==> src/sv/spbf_pkg.sv <==
// Shared types, codes and SHA-512 constant tables for the partitioned Bloom filter.
package spbf_pkg;

    typedef struct packed {
        logic        func;
        logic [7:0]  key_byte;
        logic        byte_present;
        logic        key_last;
        logic [3:0]  vector_select;
        logic [11:0] bit_position;
    } t_in_item;

    typedef struct packed {
        logic [1:0] result_kind;
        logic       query_bit;
    } t_out_item;

    // Controller to datapath commands
    typedef struct packed {
        logic clr_we;
        logic key_we;
        logic sha_init;
        logic load_issue;
        logic round_en;
        logic final_en;
        logic mod_start;
        logic mod_step;
        logic store_rd;
        logic store_wr;
        logic query_rd;
    } t_dp_cmd;

    localparam logic       FUNC_KEY    = 1'b0;
    localparam logic       FUNC_QUERY  = 1'b1;
    localparam logic [1:0] RK_INSERTED = 2'd0;
    localparam logic [1:0] RK_TOO_LONG = 2'd1;
    localparam logic [1:0] RK_QUERY    = 2'd2;

    localparam int SALT_LEN    = 16;
    localparam int BLOCK_BYTES = 128;
    localparam int ROUNDS      = 80;
    localparam int DIGEST_BITS = 32;
    localparam int MOD_STEPS   = 3;

    localparam logic [95:0] HEAD_TEXT = "DEEPFRYINOIL";
    localparam logic [95:0] TAIL_TEXT = "EATWHILEHOT!";

    localparam logic [7:0] BIT_MASK [8] = '{
        8'd1, 8'd2, 8'd4, 8'd8, 8'd16, 8'd32, 8'd64, 8'd128
    };

    localparam logic [63:0] START_H [8] = '{
        64'h6a09e667f3bcc908, 64'hbb67ae8584caa73b, 64'h3c6ef372fe94f82b,
        64'ha54ff53a5f1d36f1, 64'h510e527fade682d1, 64'h9b05688c2b3e6c1f,
        64'h1f83d9abfb41bd6b, 64'h5be0cd19137e2179
    };

    localparam logic [63:0] ROUND_K [80] = '{
        64'h428a2f98d728ae22, 64'h7137449123ef65cd, 64'hb5c0fbcfec4d3b2f, 64'he9b5dba58189dbbc,
        64'h3956c25bf348b538, 64'h59f111f1b605d019, 64'h923f82a4af194f9b, 64'hab1c5ed5da6d8118,
        64'hd807aa98a3030242, 64'h12835b0145706fbe, 64'h243185be4ee4b28c, 64'h550c7dc3d5ffb4e2,
        64'h72be5d74f27b896f, 64'h80deb1fe3b1696b1, 64'h9bdc06a725c71235, 64'hc19bf174cf692694,
        64'he49b69c19ef14ad2, 64'hefbe4786384f25e3, 64'h0fc19dc68b8cd5b5, 64'h240ca1cc77ac9c65,
        64'h2de92c6f592b0275, 64'h4a7484aa6ea6e483, 64'h5cb0a9dcbd41fbd4, 64'h76f988da831153b5,
        64'h983e5152ee66dfab, 64'ha831c66d2db43210, 64'hb00327c898fb213f, 64'hbf597fc7beef0ee4,
        64'hc6e00bf33da88fc2, 64'hd5a79147930aa725, 64'h06ca6351e003826f, 64'h142929670a0e6e70,
        64'h27b70a8546d22ffc, 64'h2e1b21385c26c926, 64'h4d2c6dfc5ac42aed, 64'h53380d139d95b3df,
        64'h650a73548baf63de, 64'h766a0abb3c77b2a8, 64'h81c2c92e47edaee6, 64'h92722c851482353b,
        64'ha2bfe8a14cf10364, 64'ha81a664bbc423001, 64'hc24b8b70d0f89791, 64'hc76c51a30654be30,
        64'hd192e819d6ef5218, 64'hd69906245565a910, 64'hf40e35855771202a, 64'h106aa07032bbd1b8,
        64'h19a4c116b8d2d0c8, 64'h1e376c085141ab53, 64'h2748774cdf8eeb99, 64'h34b0bcb5e19b48a8,
        64'h391c0cb3c5c95a63, 64'h4ed8aa4ae3418acb, 64'h5b9cca4f7763e373, 64'h682e6ff3d6b2b8a3,
        64'h748f82ee5defb2fc, 64'h78a5636f43172f60, 64'h84c87814a1f0ab72, 64'h8cc702081a6439ec,
        64'h90befffa23631e28, 64'ha4506cebde82bde9, 64'hbef9a3f7b2c67915, 64'hc67178f2e372532b,
        64'hca273eceea26619c, 64'hd186b8c721c0c207, 64'heada7dd6cde0eb1e, 64'hf57d4f7fee6ed178,
        64'h06f067aa72176fba, 64'h0a637dc5a2c898a6, 64'h113f9804bef90dae, 64'h1b710b35131c471b,
        64'h28db77f523047d84, 64'h32caab7b40c72493, 64'h3c9ebe0a15c9bebc, 64'h431d67c49c100d4c,
        64'h4cc5d4becb3e42b6, 64'h597f299cfc657e2a, 64'h5fcb6fab3ad6faec, 64'h6c44198c4a475817
    };

endpackage

==> src/sv/spbf_ctrl.sv <==
// Controller: sequences clearing, key collection, hashing per vector and results.
module spbf_ctrl
    import spbf_pkg::*;
#(
    parameter int NUM_VECS      = 16,
    parameter int VEC_BITS      = 4096,
    parameter int MAX_KEY_BYTES = 64,
    parameter int VEC_BYTES     = (VEC_BITS + 7) / 8,
    parameter int SD            = NUM_VECS * VEC_BYTES,
    parameter int SAW           = $clog2(SD),
    parameter int KCW           = $clog2(MAX_KEY_BYTES + 1),
    parameter int MAXNB         = (MAX_KEY_BYTES + 176) / 128,
    parameter int BW            = (MAXNB > 1) ? $clog2(MAXNB) : 1,
    parameter int IW            = BW + 7,
    parameter int VW            = $clog2(NUM_VECS)
) (
    input  logic           i_clk,
    input  logic           i_rst_n,
    input  logic           i_in_valid,
    input  t_in_item       i_in_item,
    output logic           o_in_ready,
    output logic           o_out_valid,
    input  logic           i_out_ready,
    output t_out_item      o_out_item,
    input  logic           i_query_bit,
    output t_dp_cmd        o_cmd,
    output logic [SAW-1:0] o_clr_addr,
    output logic [KCW-1:0] o_key_count,
    output logic [IW-1:0]  o_byte_idx,
    output logic [6:0]     o_round_idx,
    output logic [VW-1:0]  o_vec
);
    typedef enum logic [3:0] {
        S_CLEAR, S_IDLE, S_QUERY, S_LOAD, S_ROUND, S_FINAL, S_MOD, S_RMW_RD, S_RMW_WR
    } t_state;

    t_state         r_state, n_state;
    logic [SAW-1:0] r_clr, n_clr;
    logic [KCW-1:0] r_kc, n_kc;
    logic           r_tl, n_tl;
    logic [VW-1:0]  r_vec, n_vec;
    logic [BW-1:0]  r_blk, n_blk;
    logic [7:0]     r_cnt, n_cnt;
    logic           r_out_valid, n_out_valid;
    t_out_item      r_out, n_out;
    logic           s_last_blk, s_acc;

    assign o_in_ready  = (r_state == S_IDLE) && (!r_out_valid || i_out_ready);
    assign s_acc       = i_in_valid && o_in_ready;
    assign o_out_valid = r_out_valid;
    assign o_out_item  = r_out;
    assign o_clr_addr  = r_clr;
    assign o_key_count = r_kc;
    assign o_byte_idx  = {r_blk, r_cnt[6:0]};
    assign o_round_idx = r_cnt[6:0];
    assign o_vec       = r_vec;
    assign s_last_blk  = ((32'(r_blk) << 7) + 32'(BLOCK_BYTES)) >= (32'(r_kc) + 32'd49);

    always_comb begin
        n_state     = r_state;
        n_clr       = r_clr;
        n_kc        = r_kc;
        n_tl        = r_tl;
        n_vec       = r_vec;
        n_blk       = r_blk;
        n_cnt       = r_cnt;
        n_out_valid = r_out_valid && !i_out_ready;
        n_out       = r_out;
        o_cmd       = '0;
        case (r_state)
            S_CLEAR: begin
                o_cmd.clr_we = 1'b1;
                n_clr        = r_clr + 1'b1;
                if (r_clr == SAW'(SD - 1)) begin
                    n_state = S_IDLE;
                end
            end
            S_IDLE: begin
                if (s_acc) begin
                    if (i_in_item.func == FUNC_QUERY) begin
                        o_cmd.query_rd = 1'b1;
                        n_state        = S_QUERY;
                    end else begin
                        if (i_in_item.byte_present) begin
                            if (32'(r_kc) < 32'(MAX_KEY_BYTES)) begin
                                o_cmd.key_we = 1'b1;
                                n_kc         = r_kc + 1'b1;
                            end else begin
                                n_tl = 1'b1;
                            end
                        end
                        if (i_in_item.key_last) begin
                            if (n_tl) begin
                                n_out_valid       = 1'b1;
                                n_out.result_kind = RK_TOO_LONG;
                                n_out.query_bit   = 1'b0;
                                n_kc              = '0;
                                n_tl              = 1'b0;
                            end else begin
                                o_cmd.sha_init = 1'b1;
                                n_vec          = '0;
                                n_blk          = '0;
                                n_cnt          = '0;
                                n_state        = S_LOAD;
                            end
                        end
                    end
                end
            end
            S_QUERY: begin
                n_out_valid       = 1'b1;
                n_out.result_kind = RK_QUERY;
                n_out.query_bit   = i_query_bit;
                n_state           = S_IDLE;
            end
            S_LOAD: begin
                o_cmd.load_issue = !r_cnt[7];
                if (r_cnt[7]) begin
                    n_cnt   = '0;
                    n_state = S_ROUND;
                end else begin
                    n_cnt = r_cnt + 1'b1;
                end
            end
            S_ROUND: begin
                o_cmd.round_en = 1'b1;
                if (r_cnt == 8'(ROUNDS - 1)) begin
                    n_cnt   = '0;
                    n_state = S_FINAL;
                end else begin
                    n_cnt = r_cnt + 1'b1;
                end
            end
            S_FINAL: begin
                o_cmd.final_en = 1'b1;
                if (s_last_blk) begin
                    o_cmd.mod_start = 1'b1;
                    n_state         = S_MOD;
                end else begin
                    n_blk   = r_blk + 1'b1;
                    n_state = S_LOAD;
                end
            end
            S_MOD: begin
                o_cmd.mod_step = 1'b1;
                if (r_cnt == 8'(MOD_STEPS - 1)) begin
                    n_cnt   = '0;
                    n_state = S_RMW_RD;
                end else begin
                    n_cnt = r_cnt + 1'b1;
                end
            end
            S_RMW_RD: begin
                o_cmd.store_rd = 1'b1;
                n_state        = S_RMW_WR;
            end
            S_RMW_WR: begin
                o_cmd.store_wr = 1'b1;
                if (r_vec == VW'(NUM_VECS - 1)) begin
                    n_out_valid       = 1'b1;
                    n_out.result_kind = RK_INSERTED;
                    n_out.query_bit   = 1'b0;
                    n_kc              = '0;
                    n_tl              = 1'b0;
                    n_state           = S_IDLE;
                end else begin
                    o_cmd.sha_init = 1'b1;
                    n_vec          = r_vec + 1'b1;
                    n_blk          = '0;
                    n_cnt          = '0;
                    n_state        = S_LOAD;
                end
            end
            default: begin
                n_state = S_IDLE;
            end
        endcase
    end

    always_ff @(posedge i_clk) begin
        if (!i_rst_n) begin
            r_state     <= S_CLEAR;
            r_clr       <= '0;
            r_kc        <= '0;
            r_tl        <= 1'b0;
            r_vec       <= '0;
            r_blk       <= '0;
            r_cnt       <= '0;
            r_out_valid <= 1'b0;
        end else begin
            r_state     <= n_state;
            r_clr       <= n_clr;
            r_kc        <= n_kc;
            r_tl        <= n_tl;
            r_vec       <= n_vec;
            r_blk       <= n_blk;
            r_cnt       <= n_cnt;
            r_out_valid <= n_out_valid;
        end
        r_out <= n_out;
    end
endmodule
==> config.mk <==
export PLATFORM = sky130hd
export DESIGN_NAME = spbf_ctrl
export DESIGN_NICKNAME = d
export VERILOG_FILES = /design/src/sv/spbf_pkg.sv /design/src/sv/spbf_ctrl.sv
export SDC_FILE = /design/constraint.sdc
export NUM_CORES = 1
export LEC_CHECK = 0
export BUFFER_PORTS_ARGS = -buffer_cell sky130_fd_sc_hd__buf_2
export CORE_MARGIN = 1
export CORE_UTILIZATION = 46
export CTS_CLUSTER_DIAMETER = 60
export DETAILED_ROUTE_END_ITERATION = 6
export GPL_ROUTABILITY_DRIVEN = 0
export GPL_TIMING_DRIVEN = 0
export PLACE_DENSITY = 0.75
export REMOVE_ABC_BUFFERS = 1
export SETUP_SLACK_MARGIN = 0.5
export SYNTH_ARGS = -nofsm -noshare
export SYNTH_HDL_FRONTEND = slang
export SYNTH_SLANG_ARGS = --single-unit
==> constraint.sdc <==
create_clock -name i_clk -period 2.59 [get_ports i_clk]
set_input_delay 0.518 -clock i_clk [delete_from_list [all_inputs] [get_ports i_clk]]
set_output_delay 0.518 -clock i_clk [all_outputs]
set_load 0.02 [all_outputs]
==> results of run 1 <==
-- where the power goes --
| group | internal, mW | total [mW] | switching, mW |
|---|---|---|---|
| clock | 0.288 | 0.518 | 0.231 |
| combinational | 0.519 | 1.10 | 0.586 |
| sequential | 0.749 | 0.832 | 0.0830 |
-- repair_timing --
action / 4_1_cts / 5_1_grt
pin swaps: 12 / 20
buffers inserted: 15 / 20
setup endpoints to repair: 41 / 28
gates resized for setup: 43 / 26
-- kinds of logic (layout without fill, tap and decap cells) --
| logic type | after synthesis | after routing | share of synthesized area (%) |
|---|---|---|---|
| AO/OA/AOI/OAI | 43 | 43 | 13.3 |
| XOR/XNOR | 25 | 25 | 8.92 |
| adder cells (fa/ha/maj) | 8 | 8 | 4.08 |
| buffers and inverters | 30 | 115 | 8.31 |
| flip-flops | 42 | 42 | 35.5 |
| multiplexers | 4 | 4 | 1.63 |
| AND/OR/NAND/NOR | 124 | 124 | 28.3 |
-- state kept, by name, summed over array words and instances, names as in the netlist, 3 cells and up --
name,cells
o_vec,4
o_clr_addr,13
o_key_count,7
o_out_item,3
r_cnt,8
r_state,4
-- worst max path at each step --
stage                        start        to  slack, ns
finish              o_key_count[2]  o_cmd[4]      -0.02
global route        o_key_count[2]  o_cmd[4]      -0.14
CTS                 o_key_count[2]  o_cmd[4]      -0.07
detailed placement  o_key_count[2]  o_cmd[4]      -0.18
global placement    o_key_count[2]  o_cmd[4]      -0.16
floorplan           o_key_count[2]  o_cmd[4]      -0.10
-- worst max-delay path: stages, from the launching register on --
cell      delay (ns)
dfxtp_4         0.35
and3_4          0.18
a211oi_2        0.16
nor2b_1         0.08
ha_1            0.28
nor3b_2         0.18
o221ai_2        0.14
a21boi_2        0.27
buf_6           0.16
-- layer usage --
| metal | vias up | wire, microns | GRT usage [%] | share of wire [%] |
|---|---|---|---|---|
| met5 | - | 0 | 0 | 0 |
| met3 | 16 | 303 | 4.82 | 5.0 |
| met1 | 1130 | 2670 | 25.8 | 44 |
| met2 | 74 | 2990 | 34.7 | 49 |
| li1 | 1134 | - | - | - |
| met4 | 0 | 127 | 6.92 | 2.1 |
-- layout by cell type, fill, tap and decap left out, types with 2 or more instances in the layout --
cell type / count
nor4_4: 3
nand3_1: 5
and3_1: 6
buf_2: 56
inv_1: 7
a21boi_2: 2
buf_4: 30
nor3_1: 6
nand2b_1: 2
dfxtp_1: 30
a21oi_2: 2
and3_4: 2
nor2b_1: 3
nand3b_1: 2
nor3b_1: 4
nand4_1: 13
xnor2_1: 7
nor2_4: 2
nor2_1: 41
ha_1: 8
edfxtp_1: 3
or3_1: 2
a31oi_1: 2
clkbuf_8: 5
a21oi_1: 9
nand2_2: 2
dfxtp_2: 2
a211oi_2: 2
dfxtp_4: 7
buf_6: 10
xor2_1: 17
o21ai_0: 7
nand2_1: 14
or2b_2: 2
and4_1: 2
or4b_4: 2
mux2i_1: 4
-- through the flow --
stage	std cells	utilization [%]	setup TNS (ns)	power, mW	worst slack, ns
5_1_grt	431	65.1	-0.138	2.58	-0.138
6_report	431	65.1	-0.0210	2.45	-0.0210
3_5_place_dp	388	52.7	-0.201	1.57	-0.182
4_1_cts	411	60.0	-0.0724	2.24	-0.0724
3_3_place_gp	388	52.7	-0.156	1.55	-0.156
2_1_floorplan	256	-	-0.102	1.37	-0.102
-- final cells by class --
| cell class | instances | area, sq um |
|---|---|---|
| Clock buffer | 6 | 72.6 |
| Timing Repair Buffer | 97 | 626 |
| Clock inverter | 2 | 37.5 |
| Inverter | 10 | 45.0 |
| Multi-Input combinational cell | 204 | 1560 |
| Tap cell | 70 | 87.6 |
| Sequential cell | 42 | 900 |
| Fill cell | 427 | 1780 |
==> flow_summary.json, run 1 <==
{
  "synth-edff-count": 3,
  "hold_viol_final": 0,
  "yosysSeqAreaShare_pct": 35.5,
  "synth_top_area_cell": "dfxtp_1",
  "fmax_mhz": 383,
  "synthTopCellsByCount": "nor2_1 (43), dfxtp_1 (39), xor2_1 (17)",
  "start_kind": "flop",
  "grt_pass1_vias": 1975,
  "r2r_slack_ns": 0.22,
  "hold_slack_ns": 0.478,
  "critPathMaxFanout": 3,
  "root_buffer": "clkbuf_8",
  "hold-path-cell-count": 2,
  "chipHeight_microns": 75.0,
  "gr-total-overflow": 0,
  "grt_max_degree": 20,
  "drc": 0,
  "regToRegEndpoint": "r_state[0]",
  "min_path_type": "reg -> reg",
  "clk_latency_ns": 0.30,
  "synth_flop_cell": "dfxtp_1",
  "rows": 26,
  "final_antenna_net_count": 0,
  "port_buffers": 62,
  "ys_seq_elements": 42,
  "slew_headroom_pct": 60.3,
  "yosysTopAreaCellShare_pct": 31.8,
  "detail_route.iter0.violations": 127,
  "start_util_pct": 48.0,
  "rr_worst_depth": 11,
  "design_area_sq_mm": 0.00333,
  "hold_end": "r_tl",
  "ys_types": 60,
  "finalClockSkew_ns": 0.00710,
  "yosysMostFrequentCell": "nor2_1",
  "drive_above_1_share_pct": 42.7,
  "setup_viol": 1,
  "hpwl_microns": 3770,
  "cts_tree": "done",
  "rsz0062_at_grt": "true",
  "fin_crit_sh_pct": 101,
  "status": "complete, but fails checks",
  "cp-end-kind": "output pin",
  "cap_viol_max_count": 0,
  "synth_cells": 276,
  "num-nets-final": 400,
  "powerDensity_mw_per_mm2": 738,
  "routed_wl_microns": 6080,
  "max-clock-path-buffers": 2,
  "cp_data_arrival_time_ns": 2.09,
  "crit_required_ns": 2.07,
  "avgViaCountPerCell": 5.46,
  "rr_startpoint": "o_key_count[2]",
  "core_area_sq_mm": 0.00511,
  "cts_buffers": 5,
  "slew_viol_final": 0,
  "cts_max_level": 2,
  "cts.sinks": 42,
  "die_w_microns": 75.0,
  "power_leakage_nw": 1.45,
  "synthTopCellsByArea": "dfxtp_1 (32%), nor2_1 (6.6%), xor2_1 (6.1%)",
  "holdCritStartpoint": "r_tl",
  "num_antenna_cells": 0,
  "synthToLayoutAreaGrowth_pct": 35.5,
  "via_count": 2354,
  "mappedNetlistArea_sq_mm": 0.00245,
  "avgSynthCellArea_sq_um": 8.89,
  "drtPass1Iterations": 4,
  "final.setup.worst_slack_ns": -0.0210,
  "clk_pin_slew_ns": 0.08,
  "antenna_found_initial": 0,
  "grt_pass1_wl_microns": 8940,
  "async_flop_share_pct": 0,
  "violations": "negative setup slack",
  "ys.warnings.count": 0,
  "worstMarginPinSlew_ns": 0.589,
  "io_pins": 87,
  "dpl_cell_area_sq_mm": 0.00269,
  "vdd_drop_max_mv": 0.580,
  "path_class": "reg -> out",
  "period_needed_ns": 2.61,
  "gr-usage-all-layers_pct": 20.6,
  "die_area_sq_mm": 0.00563,
  "cts_hold_buf": 0,
  "post_drt_wl_per_cell_microns": 14.1
}
(Power assumes the default switching activity.)
==> run 2, diff against run 1 <==
==> constraint.sdc (replaced) <==
create_clock -name i_clk -period 2.59 [get_ports i_clk]
set_input_delay 0.518 -clock i_clk [delete_from_list [all_inputs] [get_ports i_clk]]
set_output_delay 0.518 -clock i_clk [all_outputs]
set_load 0.05 [all_outputs]
==> flow_summary.json, run 2 (same netlist as run 1, synthesis figures left out) <==
{
  "final_common_cell": "buf_2",
  "grt_pass1_wl_microns": 9090,
  "post_drt_wl_per_cell_microns": 14.8,
  "cts_max_level": 2,
  "hold_viol_final": 0,
  "die_area_sq_mm": 0.00563,
  "detail_route.iter0.violations": 161,
  "critPathMaxFanout": 3,
  "combPwrFrac_pct": 50.9,
  "p_int_mw": 1.61,
  "root_buffer": "clkbuf_8",
  "port_buffers": 62,
  "clk_pin_slew_ns": 0.08,
  "setup_viol": 1,
  "critPathBufInv": 1,
  "final.setup.worst_slack_ns": -0.0695,
  "gr-total-overflow": 0,
  "grt_max_degree": 20,
  "path_cells": "and3_4 > a211oi_2 > nor2b_1 > ha_1 > nor3b_2 > o221ai_2 > a21boi_2 > buf_6",
  "rsz0062_at_grt": "true",
  "slew_headroom_pct": 62.6,
  "sw_frac_of_total_pct": 42.1,
  "drtPass1Iterations": 4,
  "path_class": "reg -> out",
  "crit_required_ns": 2.07,
  "clk_latency_ns": 0.30,
  "hold_slack_ns": 0.488,
  "die_w_microns": 75.0,
  "synthToLayoutAreaGrowth_pct": 39.1,
  "cp_data_arrival_time_ns": 2.14,
  "num-nets-final": 397,
  "grt_pass1_vias": 2042,
  "violations": "negative setup slack",
  "seq_area_sq_um": 900,
  "via_count": 2324,
  "fin_crit_sh_pct": 103,
  "start_kind": "flop",
  "period_needed_ns": 2.66,
  "cts_buffers": 5,
  "power_leakage_nw": 1.47,
  "routed_wl_microns": 6330,
  "fill_cells": 407,
  "cp-end-kind": "output pin",
  "finalClockSkew_ns": 0.00937,
  "fmax_mhz": 376,
  "largest_reg_flops": 13,
  "cp_slowest_stage_delay_ns": 0.35,
  "drc": 0,
  "status": "complete, but fails checks",
  "chipHeight_microns": 75.0,
  "antenna_found_initial": 0,
  "layout_common_cells": "buf_2 (53), nor2_1 (40), dfxtp_1 (30)",
  "cp_slowest_cell": "dfxtp_4",
  "pwr-share-seq_pct": 30.5,
  "max-clock-path-buffers": 2,
  "final_antenna_net_count": 0,
  "rows": 26,
  "cap_viol_max_count": 0,
  "start_util_pct": 48.0,
  "avgViaCountPerCell": 5.43,
  "cts.sinks": 42,
  "min_path_type": "reg -> reg",
  "p_sw_mw": 1.17,
  "drive_above_1_share_pct": 44.7,
  "critical-path-top-delay-family": "compound AO/OA/AOI/OAI gates",
  "pwr-share-clk_pct": 18.6,
  "final_cells": 428,
  "gr-usage-all-layers_pct": 21.1,
  "vdd_drop_max_mv": 0.728,
  "num_antenna_cells": 0,
  "io_pins": 87,
  "dp.cells": 388,
  "core_area_sq_mm": 0.00511,
  "slew_viol_final": 0,
  "worstMarginPinSlew_ns": 0.557,
  "powerDensity_mw_per_mm2": 815,
  "multi_input_area_sq_mm": 0.00161,
  "hpwl_microns": 3770,
  "cts_tree": "done"
}
==> run 2: cell count changes in the layout (fill, tap and decap cells not counted), sizes merged <==
cell / previous run / this run
clkbuf: 7 / 6
buf: 96 / 94
==> run 2: path summary, 6_finish.rpt <==
kind | start | endpoint | slack (ns) | cells past startpoint
max | o_key_count[2] | o_cmd[4] | -0.07 | 8
max reg2reg | o_key_count[2] | r_state[0] | 0.21 | 11
min reg2reg | r_tl | r_tl | 0.49 | 2
min | r_tl | r_tl | 0.49 | 2
==> run 2: area by class of cell <==
class                      count  share of cell area [%]
clock inverter                 2                    1.10
timing repair buffer          94                    19.4
inverter                      10                    1.32
tap                           70                    2.57
multi-input combinational    204                    47.1
sequential                    42                    26.4
clock buffer                   6                    2.13
==> run 2: metal layers <==
layer	global-route usage (%)	vias to the layer above	part of all wire, %
met5	0	-	0
met4	6.92	0	1.3
met3	4.69	13	4.8
met2	36.6	77	50
met1	25.9	1106	44
li1	-	1128	-
==> run 2: power by group through the flow <==
stage,Sequential (mW),Combinational (mW),Clock (mW)
5_1_grt,0.858,1.49,0.556
2_1_floorplan,1.09,0.499,0
3_3_place_gp,0.851,0.916,0
6_report,0.849,1.42,0.517
4_1_cts,0.837,1.21,0.528
3_5_place_dp,0.856,0.936,0
==> run 2: what timing repair did <==
| item | CTS | global route |
|---|---|---|
| setup buffers | 24 | 8 |
| resized for setup | 53 | 41 |
| setup endpoints to repair | 42 | 29 |
| hold buffers | 0 | 0 |
| hold endpoints to repair | 0 | 0 |
| pin swaps | 14 | 32 |
==> run 2: worst reg2reg max path, cell delays in order (launching register included) <==
cell and delay [ns]:
dfxtp_4 0.35, and3_4 0.18, a211oi_2 0.16, nor2b_1 0.08, ha_1 0.29, nor3b_2 0.18, o221ai_2 0.14, buf_4 0.16
buf_6 0.11, a31oi_4 0.16, nor2_1 0.07, o41a_1 0.39
==> run 2: metrics by stage <==
stage	instance area [sq um]	TNS (ns)	utilization (%)	total power, mW	worst slack (ns)
finish	3410	-0.0695	66.8	2.78	-0.0695
global route	3410	-0.209	66.8	2.91	-0.209
CTS	3170	-0.109	62.0	2.57	-0.109
detailed placement	2690	-0.400	52.7	1.79	-0.282
global placement	2690	-0.327	52.7	1.77	-0.256
floorplan	2290	-7.60	-	1.59	-0.963
